$ cat config.mk
export PLATFORM = sky130hd
export DESIGN_NAME = kla_ctrl
export DESIGN_NICKNAME = d
export VERILOG_FILES = /design/src/hw/rtl/kla_pkg.sv /design/src/hw/rtl/kla_ctrl.sv
export SDC_FILE = /design/constraint.sdc
export NUM_CORES = 1
export LEC_CHECK = 0
export BUFFER_PORTS_ARGS = -buffer_cell sky130_fd_sc_hd__buf_2
export CAP_MARGIN = 20
export CORE_MARGIN = 10
export CORE_UTILIZATION = 30
export CTS_CLUSTER_SIZE = 25
export DETAILED_ROUTE_END_ITERATION = 10
export SLEW_MARGIN = 20
export SYNTH_ARGS = -nofsm -noshare
export SYNTH_HDL_FRONTEND = slang
export SYNTH_SLANG_ARGS = --single-unit
export TNS_END_PERCENT = 30
$ cat constraint.sdc
create_clock -name clk -period 2.3 [get_ports clk]
set_clock_uncertainty 0.15 [all_clocks]
set_input_delay 0.46 -clock clk [delete_from_list [all_inputs] [get_ports clk]]
set_output_delay 0.46 -clock clk [all_outputs]
set_load 0.02 [all_outputs]
$ cat src/hw/rtl/kla_pkg.sv
package kla_pkg;

  localparam int ID_W    = 10;
  localparam int STEPS_W = 20;
  localparam int CMD_W   = 3;

  localparam int DEF_NODE_COUNT = 1024;
  localparam int DEF_LEVELS     = 20;

  localparam int IN_TDATA_W  = 40;
  localparam int IN_TUSER_W  = 8;
  localparam int OUT_TDATA_W = 16;

  localparam int NODE_LSB  = 0;
  localparam int PAR_LSB   = NODE_LSB + ID_W;
  localparam int STEPS_LSB = PAR_LSB + ID_W;

  localparam logic [CMD_W-1:0] CMD_LOAD   = 3'd0;
  localparam logic [CMD_W-1:0] CMD_BUILD  = 3'd1;
  localparam logic [CMD_W-1:0] CMD_INSERT = 3'd2;
  localparam logic [CMD_W-1:0] CMD_REMOVE = 3'd3;
  localparam logic [CMD_W-1:0] CMD_QUERY  = 3'd4;
  localparam logic [CMD_W-1:0] CMD_CLEAR  = 3'd5;

  localparam int OP_W = 5;
  typedef logic [OP_W-1:0] kla_op_t;

  localparam kla_op_t OP_NOP        = 5'd0;
  localparam kla_op_t OP_CAPTURE    = 5'd1;
  localparam kla_op_t OP_SWEEP      = 5'd2;
  localparam kla_op_t OP_SET_PARENT = 5'd3;
  localparam kla_op_t OP_REMOVE     = 5'd4;
  localparam kla_op_t OP_BLD_INIT   = 5'd5;
  localparam kla_op_t OP_RD_LVL     = 5'd6;
  localparam kla_op_t OP_RD_ROW     = 5'd7;
  localparam kla_op_t OP_RD_Q       = 5'd8;
  localparam kla_op_t OP_RD_TOP     = 5'd9;
  localparam kla_op_t OP_INS_WR     = 5'd10;
  localparam kla_op_t OP_BLD_WR     = 5'd11;
  localparam kla_op_t OP_PRS_RD     = 5'd12;
  localparam kla_op_t OP_Q_ZERO     = 5'd13;
  localparam kla_op_t OP_HI_TAKE    = 5'd14;
  localparam kla_op_t OP_BIT_TAKE   = 5'd15;
  localparam kla_op_t OP_BIT_SKIP   = 5'd16;
  localparam kla_op_t OP_OUT        = 5'd17;

  typedef struct packed {
    logic [CMD_W-1:0] cmd;
    logic             node_zero;
    logic             sweep_last;
    logic             lvl_last;
    logic             row_last;
    logic             present;
    logic             cur_zero;
    logic             hi_zero;
    logic             lvl_zero;
    logic             bit_set;
    logic             out_busy;
  } kla_stat_t;

endpackage

$ cat src/hw/rtl/kla_ctrl.sv
module kla_ctrl #(
  parameter int LEVELS = 20
) (
  input  logic               clk,
  input  logic               rst_n,
  input  logic               in_tvalid,
  output logic               in_tready,
  input  kla_pkg::kla_stat_t stat,
  output kla_pkg::kla_op_t   op
);
  import kla_pkg::*;

  localparam logic ONE_LEVEL = (LEVELS == 1);

  localparam logic [3:0] S_SWEEP  = 4'd0;
  localparam logic [3:0] S_IDLE   = 4'd1;
  localparam logic [3:0] S_DISP   = 4'd2;
  localparam logic [3:0] S_I_RD   = 4'd3;
  localparam logic [3:0] S_I_WR   = 4'd4;
  localparam logic [3:0] S_B1     = 4'd5;
  localparam logic [3:0] S_B2     = 4'd6;
  localparam logic [3:0] S_B3     = 4'd7;
  localparam logic [3:0] S_Q_CHK  = 4'd8;
  localparam logic [3:0] S_Q_SEL  = 4'd9;
  localparam logic [3:0] S_Q_HHOP = 4'd10;
  localparam logic [3:0] S_Q_BHOP = 4'd11;
  localparam logic [3:0] S_Q_OUT  = 4'd12;

  logic [3:0] state_r, state_nxt;

  always_comb begin
    state_nxt = state_r;
    op        = OP_NOP;
    in_tready = 1'b0;
    case (state_r)
      S_SWEEP: begin
        op = OP_SWEEP;
        if (stat.sweep_last) begin
          state_nxt = S_IDLE;
        end
      end
      S_IDLE: begin
        in_tready = 1'b1;
        if (in_tvalid) begin
          op        = OP_CAPTURE;
          state_nxt = S_DISP;
        end
      end
      S_DISP: begin
        state_nxt = S_IDLE;
        case (stat.cmd)
          CMD_LOAD: begin
            if (!stat.node_zero) begin
              op = OP_SET_PARENT;
            end
          end
          CMD_BUILD: begin
            if (!ONE_LEVEL) begin
              op        = OP_BLD_INIT;
              state_nxt = S_B1;
            end
          end
          CMD_INSERT: begin
            if (!stat.node_zero) begin
              op = OP_SET_PARENT;
              if (!ONE_LEVEL) begin
                state_nxt = S_I_RD;
              end
            end
          end
          CMD_REMOVE: begin
            if (!stat.node_zero) begin
              op = OP_REMOVE;
            end
          end
          CMD_QUERY: begin
            if (stat.node_zero) begin
              op        = OP_Q_ZERO;
              state_nxt = S_Q_OUT;
            end else begin
              op        = OP_PRS_RD;
              state_nxt = S_Q_CHK;
            end
          end
          CMD_CLEAR: begin
            state_nxt = S_SWEEP;
          end
          default: begin
          end
        endcase
      end
      S_I_RD: begin
        op        = OP_RD_LVL;
        state_nxt = S_I_WR;
      end
      S_I_WR: begin
        op        = OP_INS_WR;
        state_nxt = stat.lvl_last ? S_IDLE : S_I_RD;
      end
      S_B1: begin
        op        = OP_RD_ROW;
        state_nxt = S_B2;
      end
      S_B2: begin
        op        = OP_RD_Q;
        state_nxt = S_B3;
      end
      S_B3: begin
        op        = OP_BLD_WR;
        state_nxt = (stat.row_last && stat.lvl_last) ? S_IDLE : S_B1;
      end
      S_Q_CHK: begin
        if (stat.present) begin
          state_nxt = S_Q_SEL;
        end else begin
          op        = OP_Q_ZERO;
          state_nxt = S_Q_OUT;
        end
      end
      S_Q_SEL: begin
        if (stat.cur_zero) begin
          state_nxt = S_Q_OUT;
        end else if (!stat.hi_zero) begin
          op        = OP_RD_TOP;
          state_nxt = S_Q_HHOP;
        end else if (stat.lvl_zero) begin
          state_nxt = S_Q_OUT;
        end else if (stat.bit_set) begin
          op        = OP_RD_LVL;
          state_nxt = S_Q_BHOP;
        end else begin
          op = OP_BIT_SKIP;
        end
      end
      S_Q_HHOP: begin
        op        = OP_HI_TAKE;
        state_nxt = S_Q_SEL;
      end
      S_Q_BHOP: begin
        op        = OP_BIT_TAKE;
        state_nxt = S_Q_SEL;
      end
      S_Q_OUT: begin
        if (!stat.out_busy) begin
          op        = OP_OUT;
          state_nxt = S_IDLE;
        end
      end
      default: begin
        state_nxt = S_IDLE;
      end
    endcase
  end

  always_ff @(posedge clk) begin
    if (!rst_n) begin
      state_r <= S_SWEEP;
    end else begin
      state_r <= state_nxt;
    end
  end

endmodule

======== Word level (Yosys, flattened, before mapping) ========
Cells that the tools add are included.
operators by class
  add/subtract/negate cells ............... 0
  multipliers ............................. 0
  div/mod/pow operators ................... 0
  order comparisons ....................... 0
  equality and inequality tests ........... 21
  shift-type cells ........................ 0
  mux-type cells .......................... 27
  bitwise logic cells ..................... 0
  reduce and logical (&&, ||, !) cells .... 6
operator list
  cell                                                             count
  5-bit one-hot mux with 13 select lines                           1
  4-bit one-hot mux with 12 select lines                           1
  4-bit two-way mux                                                8
  4-bit one-hot mux with 4 select lines                            2
  5-bit two-way mux                                                5
  4-bit == test, second input constant                             5
  4-bit by 3-bit == test with 1-bit output, second input constant  4
  3-bit two-way mux                                                4
  4-bit by 2-bit == test with 1-bit output, second input constant  2
  3-bit by 2-bit == test with 1-bit output, second input constant  2
  3-bit == test, second input constant                             2
  2-bit two-way mux                                                3
  2-bit inequality test, second input constant                     3
  5-bit inequality test, second input constant                     1
  4-bit by 1-bit == test with 1-bit output, second input constant  1
  4-bit logical NOT                                                1
  4-bit AND reduction                                              1
  2-bit OR reduction                                               2
  3-bit by 1-bit == test with 1-bit output, second input constant  1
  3-bit logical NOT                                                1
  1-bit two-way mux                                                3
  1-bit logical AND                                                1
word-level totals
  register bits ........................... 4
  latch bits .............................. 0
  RAM bits ................................ 0
  bits in read-only memories .............. 0
  input bits .............................. 16
  output and inout port bits .............. 6
  word-level logic and storage cells ...... 55
  memories ................................ 0

======== Depth between registers and ports, before layout ========
Gate-level depths: netlist of run 1.
  word-level depth ........................ 5
  depth in mapped cells ................... 6
  mapped depth without buffers ............ 4

======== Worst setup path after synthesis of run 1 ========
OpenSTA, ideal clock, no wires.
  path kind ............................... register to output
  from .................................... register state_r[0]
  to ...................................... output port op[2]
  data arrival time ....................... 1678 ps
  required time ........................... 1690 ps
  slack ................................... 12 ps
  cell stages (with the launch flop) ...... 5
  buffers on the path ..................... 2
  cells stage by stage .................... dfxtp_1 > buf_2 > clkbuf_1 > nor4_1 > o41ai_1
on the way
  longest elaborated chain between the ends .. 2
  elaborated cells between the ends (all ways) .. 14
  classes of those cells .................. eq/ne: 12; mux: 1; reduce/logical: 1
RTL lines
  element                                      RTL line         text
  start, declared                              kla_ctrl.sv:29   logic [3:0] state_r, state_nxt;
  start signal, assigned                       kla_ctrl.sv:159  state_r <= state_nxt;
  4-bit == test, or another cell as far along  kla_ctrl.sv:35   case (state_r)
  5-bit one-hot mux with 13 select lines *     kla_ctrl.sv:35
  end, declared                                kla_ctrl.sv:9    output kla_pkg::kla_op_t op
Every way passes the cells marked *; elsewhere a longest branch is shown, timed or not.

======== Worst setup path in the final report of run 1 ========
  from .................................... register state_r[3]
  to ...................................... output port op[3]
Same word-level chain as after synthesis.

==> results of run 1 <==
[critical path: stages, from the launching register on]
cell and delay [ns]:
dfxtp_4 0.36, or4b_4 0.53, or3_4 0.35, o31ai_2 0.07
buf_4 0.18
[final cells by class]
cell class / instances / share of cell area [%]
multi-input combinational: 81 / 57.4
timing repair buffer: 34 / 24.4
sequential: 4 / 9.66
tap: 27 / 3.67
clock buffer: 3 / 2.45
inverter: 6 / 2.45
[synthesized netlist by cell type, types with 2 or more instances]
library cell,n
o31ai_1,2
inv_1,6
nand2_1,7
and3_1,3
o21ai_0,2
clkbuf_1,2
a21oi_1,6
o21a_1,2
a2111oi_0,2
nand3_1,2
a211oi_1,2
nand2b_1,4
nor4_1,3
nor3_1,6
nor2_1,13
nor2b_1,4
dfxtp_1,4
buf_2,3
[power by group]
group	switching, mW	internal [mW]	total (mW)
logic	0.0603	0.0493	0.110
registers	0.00372	0.0713	0.0750
clock network	0.0265	0.0582	0.0847
[logic make-up after synthesis]
logic type,after synthesis
AOI/OAI and AO/OA,28
buffers and inverters,13
and+or+nand+nor,51
DFF,4
xor gates and xnor gates,2
[routing by layer]
layer  vias to the layer above  routed length [microns]  share of wire (%)  GRT usage, %
met3                         4                      138                5.9          2.37
met2                        41                     1150                 50          16.7
met5                         -                        0                  0             0
li1                        428                        -                  -             -
met4                         0                       26                1.1          3.93
met1                       408                     1010                 43          12.5
[per-stage QoR]
| step | cells | hold slack, ns |
|---|---|---|
| 2_1_floorplan | 98 | 0.435 |
| 3_3_place_gp | 148 | 0.519 |
| 3_5_place_dp | 148 | 0.521 |
| 4_1_cts | 152 | 0.335 |
| 5_1_grt | 155 | 0.330 |
| 6_report | 155 | 0.343 |
[final timing paths]
path | cells after the start | endpoint | from | slack [ns]
max | 4 | op[3] | state_r[3] | -0.03
max reg2reg | 4 | state_r[3] | state_r[3] | 0.44
min reg2reg | 2 | state_r[3] | state_r[2] | 0.46
min | 3 | state_r[1] | rst_n | 0.34
[what timing repair did]
item	4_1_cts	5_1_grt
resized for setup	6	12
pin swaps	1	2
setup buffers	1	3
endpoints found under the setup margin	4	5
==> metrics.txt, run 1 <==
CP required=1.69 ns; Worst setup SP type=register; Period minus WS final=2.33 ns; synthesized cell area=644 sq um; CP arrival=1.72 ns; end-of-flow core utilization=45.9%; EDFF count, synth=0; full die area=4400 sq um; Setup Viol. Count Final=2; vias in the first global route=829; RSZ-0062 raised after global routing=yes; Initial DRC Count=28; post-place instance area=817 sq um; most common cell after layout, fill and taps aside=buf_2; WL final=2.32 mm; post-synthesis sequential area ratio=12.4%; fmax=430 MHz; PortBufs=21; share of cells above drive strength 1=37.5%; initial core utilization=32.2%; Leak=0.398 nW; CORE AREA=2000 sq um; Synth-to-Final Area Change=42.7%; Synth Area in Compound Gates=31.8%; critical path type=register to output port; TritonCTS Buffers=3; failing checks=setup timing; Fill cells=220; crit end category=output port; max FFs per register=4; max-slew violation count=0; via/cell ratio=5.68; Synth Area in Simple Gates=44.3%; multi-input logic area=528 sq um; Reg with most FFs=state_r; status=finished with violations; CTS Sinks=4; initial antenna violation count=0; clock latency on the worst-skew pair=0.23 ns; Vias=881; Min-Delay Path Class=input port to register; largest family of logic cells by synthesized area=simple AND/OR/NAND/NOR gates; Max Root-Sink Buffers=2; Worst VDD drop=0.139 mV; cells after synthesis=98; WL/cell=15.0 microns; P per Cell Area=293 nW/um^2; Post-CTS Hold Buffers=0; routability cong.=0.900; antenna cells=0; # H-tree levels=1; Synth top area share=12.4%; Nets=146; row cnt=16; sequential cell area=88.8 sq um; most frequent cells in the layout=19 x buf_2, 13 x nor2_1, 10 x buf_4, 7 x nand2_1; Mapped Nets=114; YS warnings=0; syn avg cell area=6.58 sq um; Yosys reg bits=4; hpwl dp=1.70 mm; Post-synth ARST share=0%; Slew @ Worst Pin=0.469 ns; gr ovfl total=0; period utilization=101%; Die H=66.3 microns; CTS tree=yes; Antenna Nets Post-Route=0; largest net degree at the start of global routing=21; global-route wire length before repair=3.72 mm; largest area contributor in the netlist=dfxtp_1; setup TNS=-0.0447 ns; top flop regs=state_r x4; Slew headroom=68.4%; DP Worst Slack=0.152 ns; Top Ports=22; largest cells by area after synthesis=dfxtp_1 12%, nor2_1 7.6%, a21oi_1 4.7%; Netlist cell types=43; gr usage total=10.3%; Clk pin slew, worst setup/hold paths=0.04 ns; DRC violations left=0; Primary FF master, synth=dfxtp_1; Final Hold Viols=0; post-route cell area=920 sq um; Pre-antenna DRT Iters=4; mux cell area share after synthesis=0%; Pwr Total=0.269 mW; Horiz. Die Dim=66.3 microns; worst-path maximum fanout=6; clock root buffer=clkbuf_4; XOR/XNOR Fraction of Synth Area=2.72%; max-cap violations=0; fin worst setup slack=-0.0254 ns; adder-cell share of the synthesized area=0%
(Power assumes the default switching activity.)
==> inputs of run 2 (changes only) <==
==> constraint.sdc (replaced) <==
create_clock -name clk -period 2.2 [get_ports clk]
set_clock_uncertainty 0.15 [all_clocks]
set_input_delay 0.44 -clock clk [delete_from_list [all_inputs] [get_ports clk]]
set_output_delay 0.44 -clock clk [all_outputs]
set_load 0.02 [all_outputs]
==> run 2 against run 1 <==
Net effect:
- the run still ends with setup timing left
- combinational power is 7% higher
- wire length down 1.1%
- first-iteration DRC count up 3.6%
- clock power up 9.3%
- flip-flop and latch count unchanged
- total power increased by 7.8%
- non-clock buffer count fell by 3
==> metrics.txt, run 2 (synthesis results as in run 1) <==
failing checks=setup timing; most common cell after layout, fill and taps aside=buf_2; Top Ports=22; max-cap violations=0; Clk pin slew, worst setup/hold paths=0.04 ns; WL/cell=15.1 microns; # H-tree levels=1; routability cong.=0.890; R2R setup slack=0.34 ns; gr ovfl total=0; Final Hold Viols=0; top flop regs=state_r x4; P per Cell Area=315 nW/um^2; DRC violations left=0; period utilization=104%; CORE AREA=2000 sq um; Period minus WS final=2.28 ns; Setup Viol. Count Final=2; Die H=66.3 microns; largest net degree at the start of global routing=21; initial antenna violation count=0; initial core utilization=32.2%; TritonCTS Buffers=3; Pwr Total=0.290 mW; Horiz. Die Dim=66.3 microns; critical path type=register to output port; Leak=0.394 nW; CP arrival=1.69 ns; share of cells above drive strength 1=36.0%; clock latency on the worst-skew pair=0.23 ns; fin worst setup slack=-0.0798 ns; crit end category=output port; fmax=439 MHz; Max Root-Sink Buffers=2; WL final=2.30 mm; Vias=847; RSZ-0062 raised after global routing=yes; Min-Delay Path Class=input port to register; Slew headroom=55.8%; gr usage total=10.1%; CTS Sinks=4; via/cell ratio=5.57; vias in the first global route=808; Initial DRC Count=29; setup TNS=-0.146 ns; max-slew violation count=0; PortBufs=21; worst-path maximum fanout=5; full die area=4400 sq um; Synth-to-Final Area Change=43.1%; Antenna Nets Post-Route=0; hpwl dp=1.73 mm; post-route cell area=922 sq um; Pre-antenna DRT Iters=4; Nets=143; row cnt=16; most frequent cells in the layout=19 x buf_2, 13 x nor2_1, 7 x nand2_1, 7 x buf_4; CP required=1.61 ns; clock root buffer=clkbuf_4; antenna cells=0; global-route wire length before repair=3.69 mm; Reg with most FFs=state_r; Worst setup SP type=register; CTS tree=yes; Worst VDD drop=0.115 mV; max FFs per register=4; post-place instance area=817 sq um; Post-CTS Hold Buffers=0; DP Worst Slack=0.0351 ns; status=finished with violations; Slew @ Worst Pin=0.656 ns
run 2: path summary, 6_finish.rpt:
kind / startpoint / to / cells past startpoint
worst min-delay path: rst_n / state_r[1] / 3
worst max register to register: state_r[3] / state_r[3] / 4
worst max-delay path: state_r[3] / op[0] / 4
worst min register to register: state_r[2] / state_r[3] / 2
run 2: final cells by class:
class | count | area (sq um)
multi-input combinational | 81 | 552
inverter | 6 | 22.5
fill | 221 | 1080
timing repair buffer | 31 | 204
sequential | 4 | 87.6
tap | 27 | 33.8
clock buffer | 3 | 22.5
run 2: metal layers:
metal / global-route usage, % / wire (microns) / part of all wire [%] / vias up
met1: 11.9 / 932 / 41 / 375
met3: 2.71 / 262 / 11 / 2
li1: - / - / - / 419
met4: 4.19 / 25 / 1.1 / 0
met5: 0 / 0 / 0 / -
met2: 16.7 / 1080 / 47 / 51
run 2: where the power goes:
| part | total (mW) | switching (mW) | leakage (nW) | internal [mW] |
|---|---|---|---|---|
| logic | 0.118 | 0.0653 | 0.346 | 0.0529 |
| clock network | 0.0926 | 0.0314 | 0.0138 | 0.0611 |
| registers | 0.0795 | 0.00510 | 0.0339 | 0.0744 |
| total | 0.290 | 0.102 | 0.394 | 0.189 |
run 2: timing repair:
| action | CTS | global route |
|---|---|---|
| buffers inserted | 2 | 0 |
| endpoints found under the setup margin | 2 | 2 |
| gates cloned | 0 | 0 |
| pin swaps | 1 | 0 |
| gates resized for setup | 14 | 4 |
run 2: worst max-delay path, cell delays in order (launching register included):
cell and delay (ns):
dfxtp_4 0.35, or4b_4 0.52, a211oi_2 0.27, or4_4 0.21, buf_6 0.11
run 2: through the flow:
step | util [%] | cells | hold slack, ns
global route | 46.1 | 152 | 0.318
detailed placement | 40.8 | 147 | 0.531
CTS | 45.1 | 152 | 0.295
global placement | 40.8 | 147 | 0.528
floorplan | - | 98 | 0.415
finish | 46.1 | 152 | 0.298
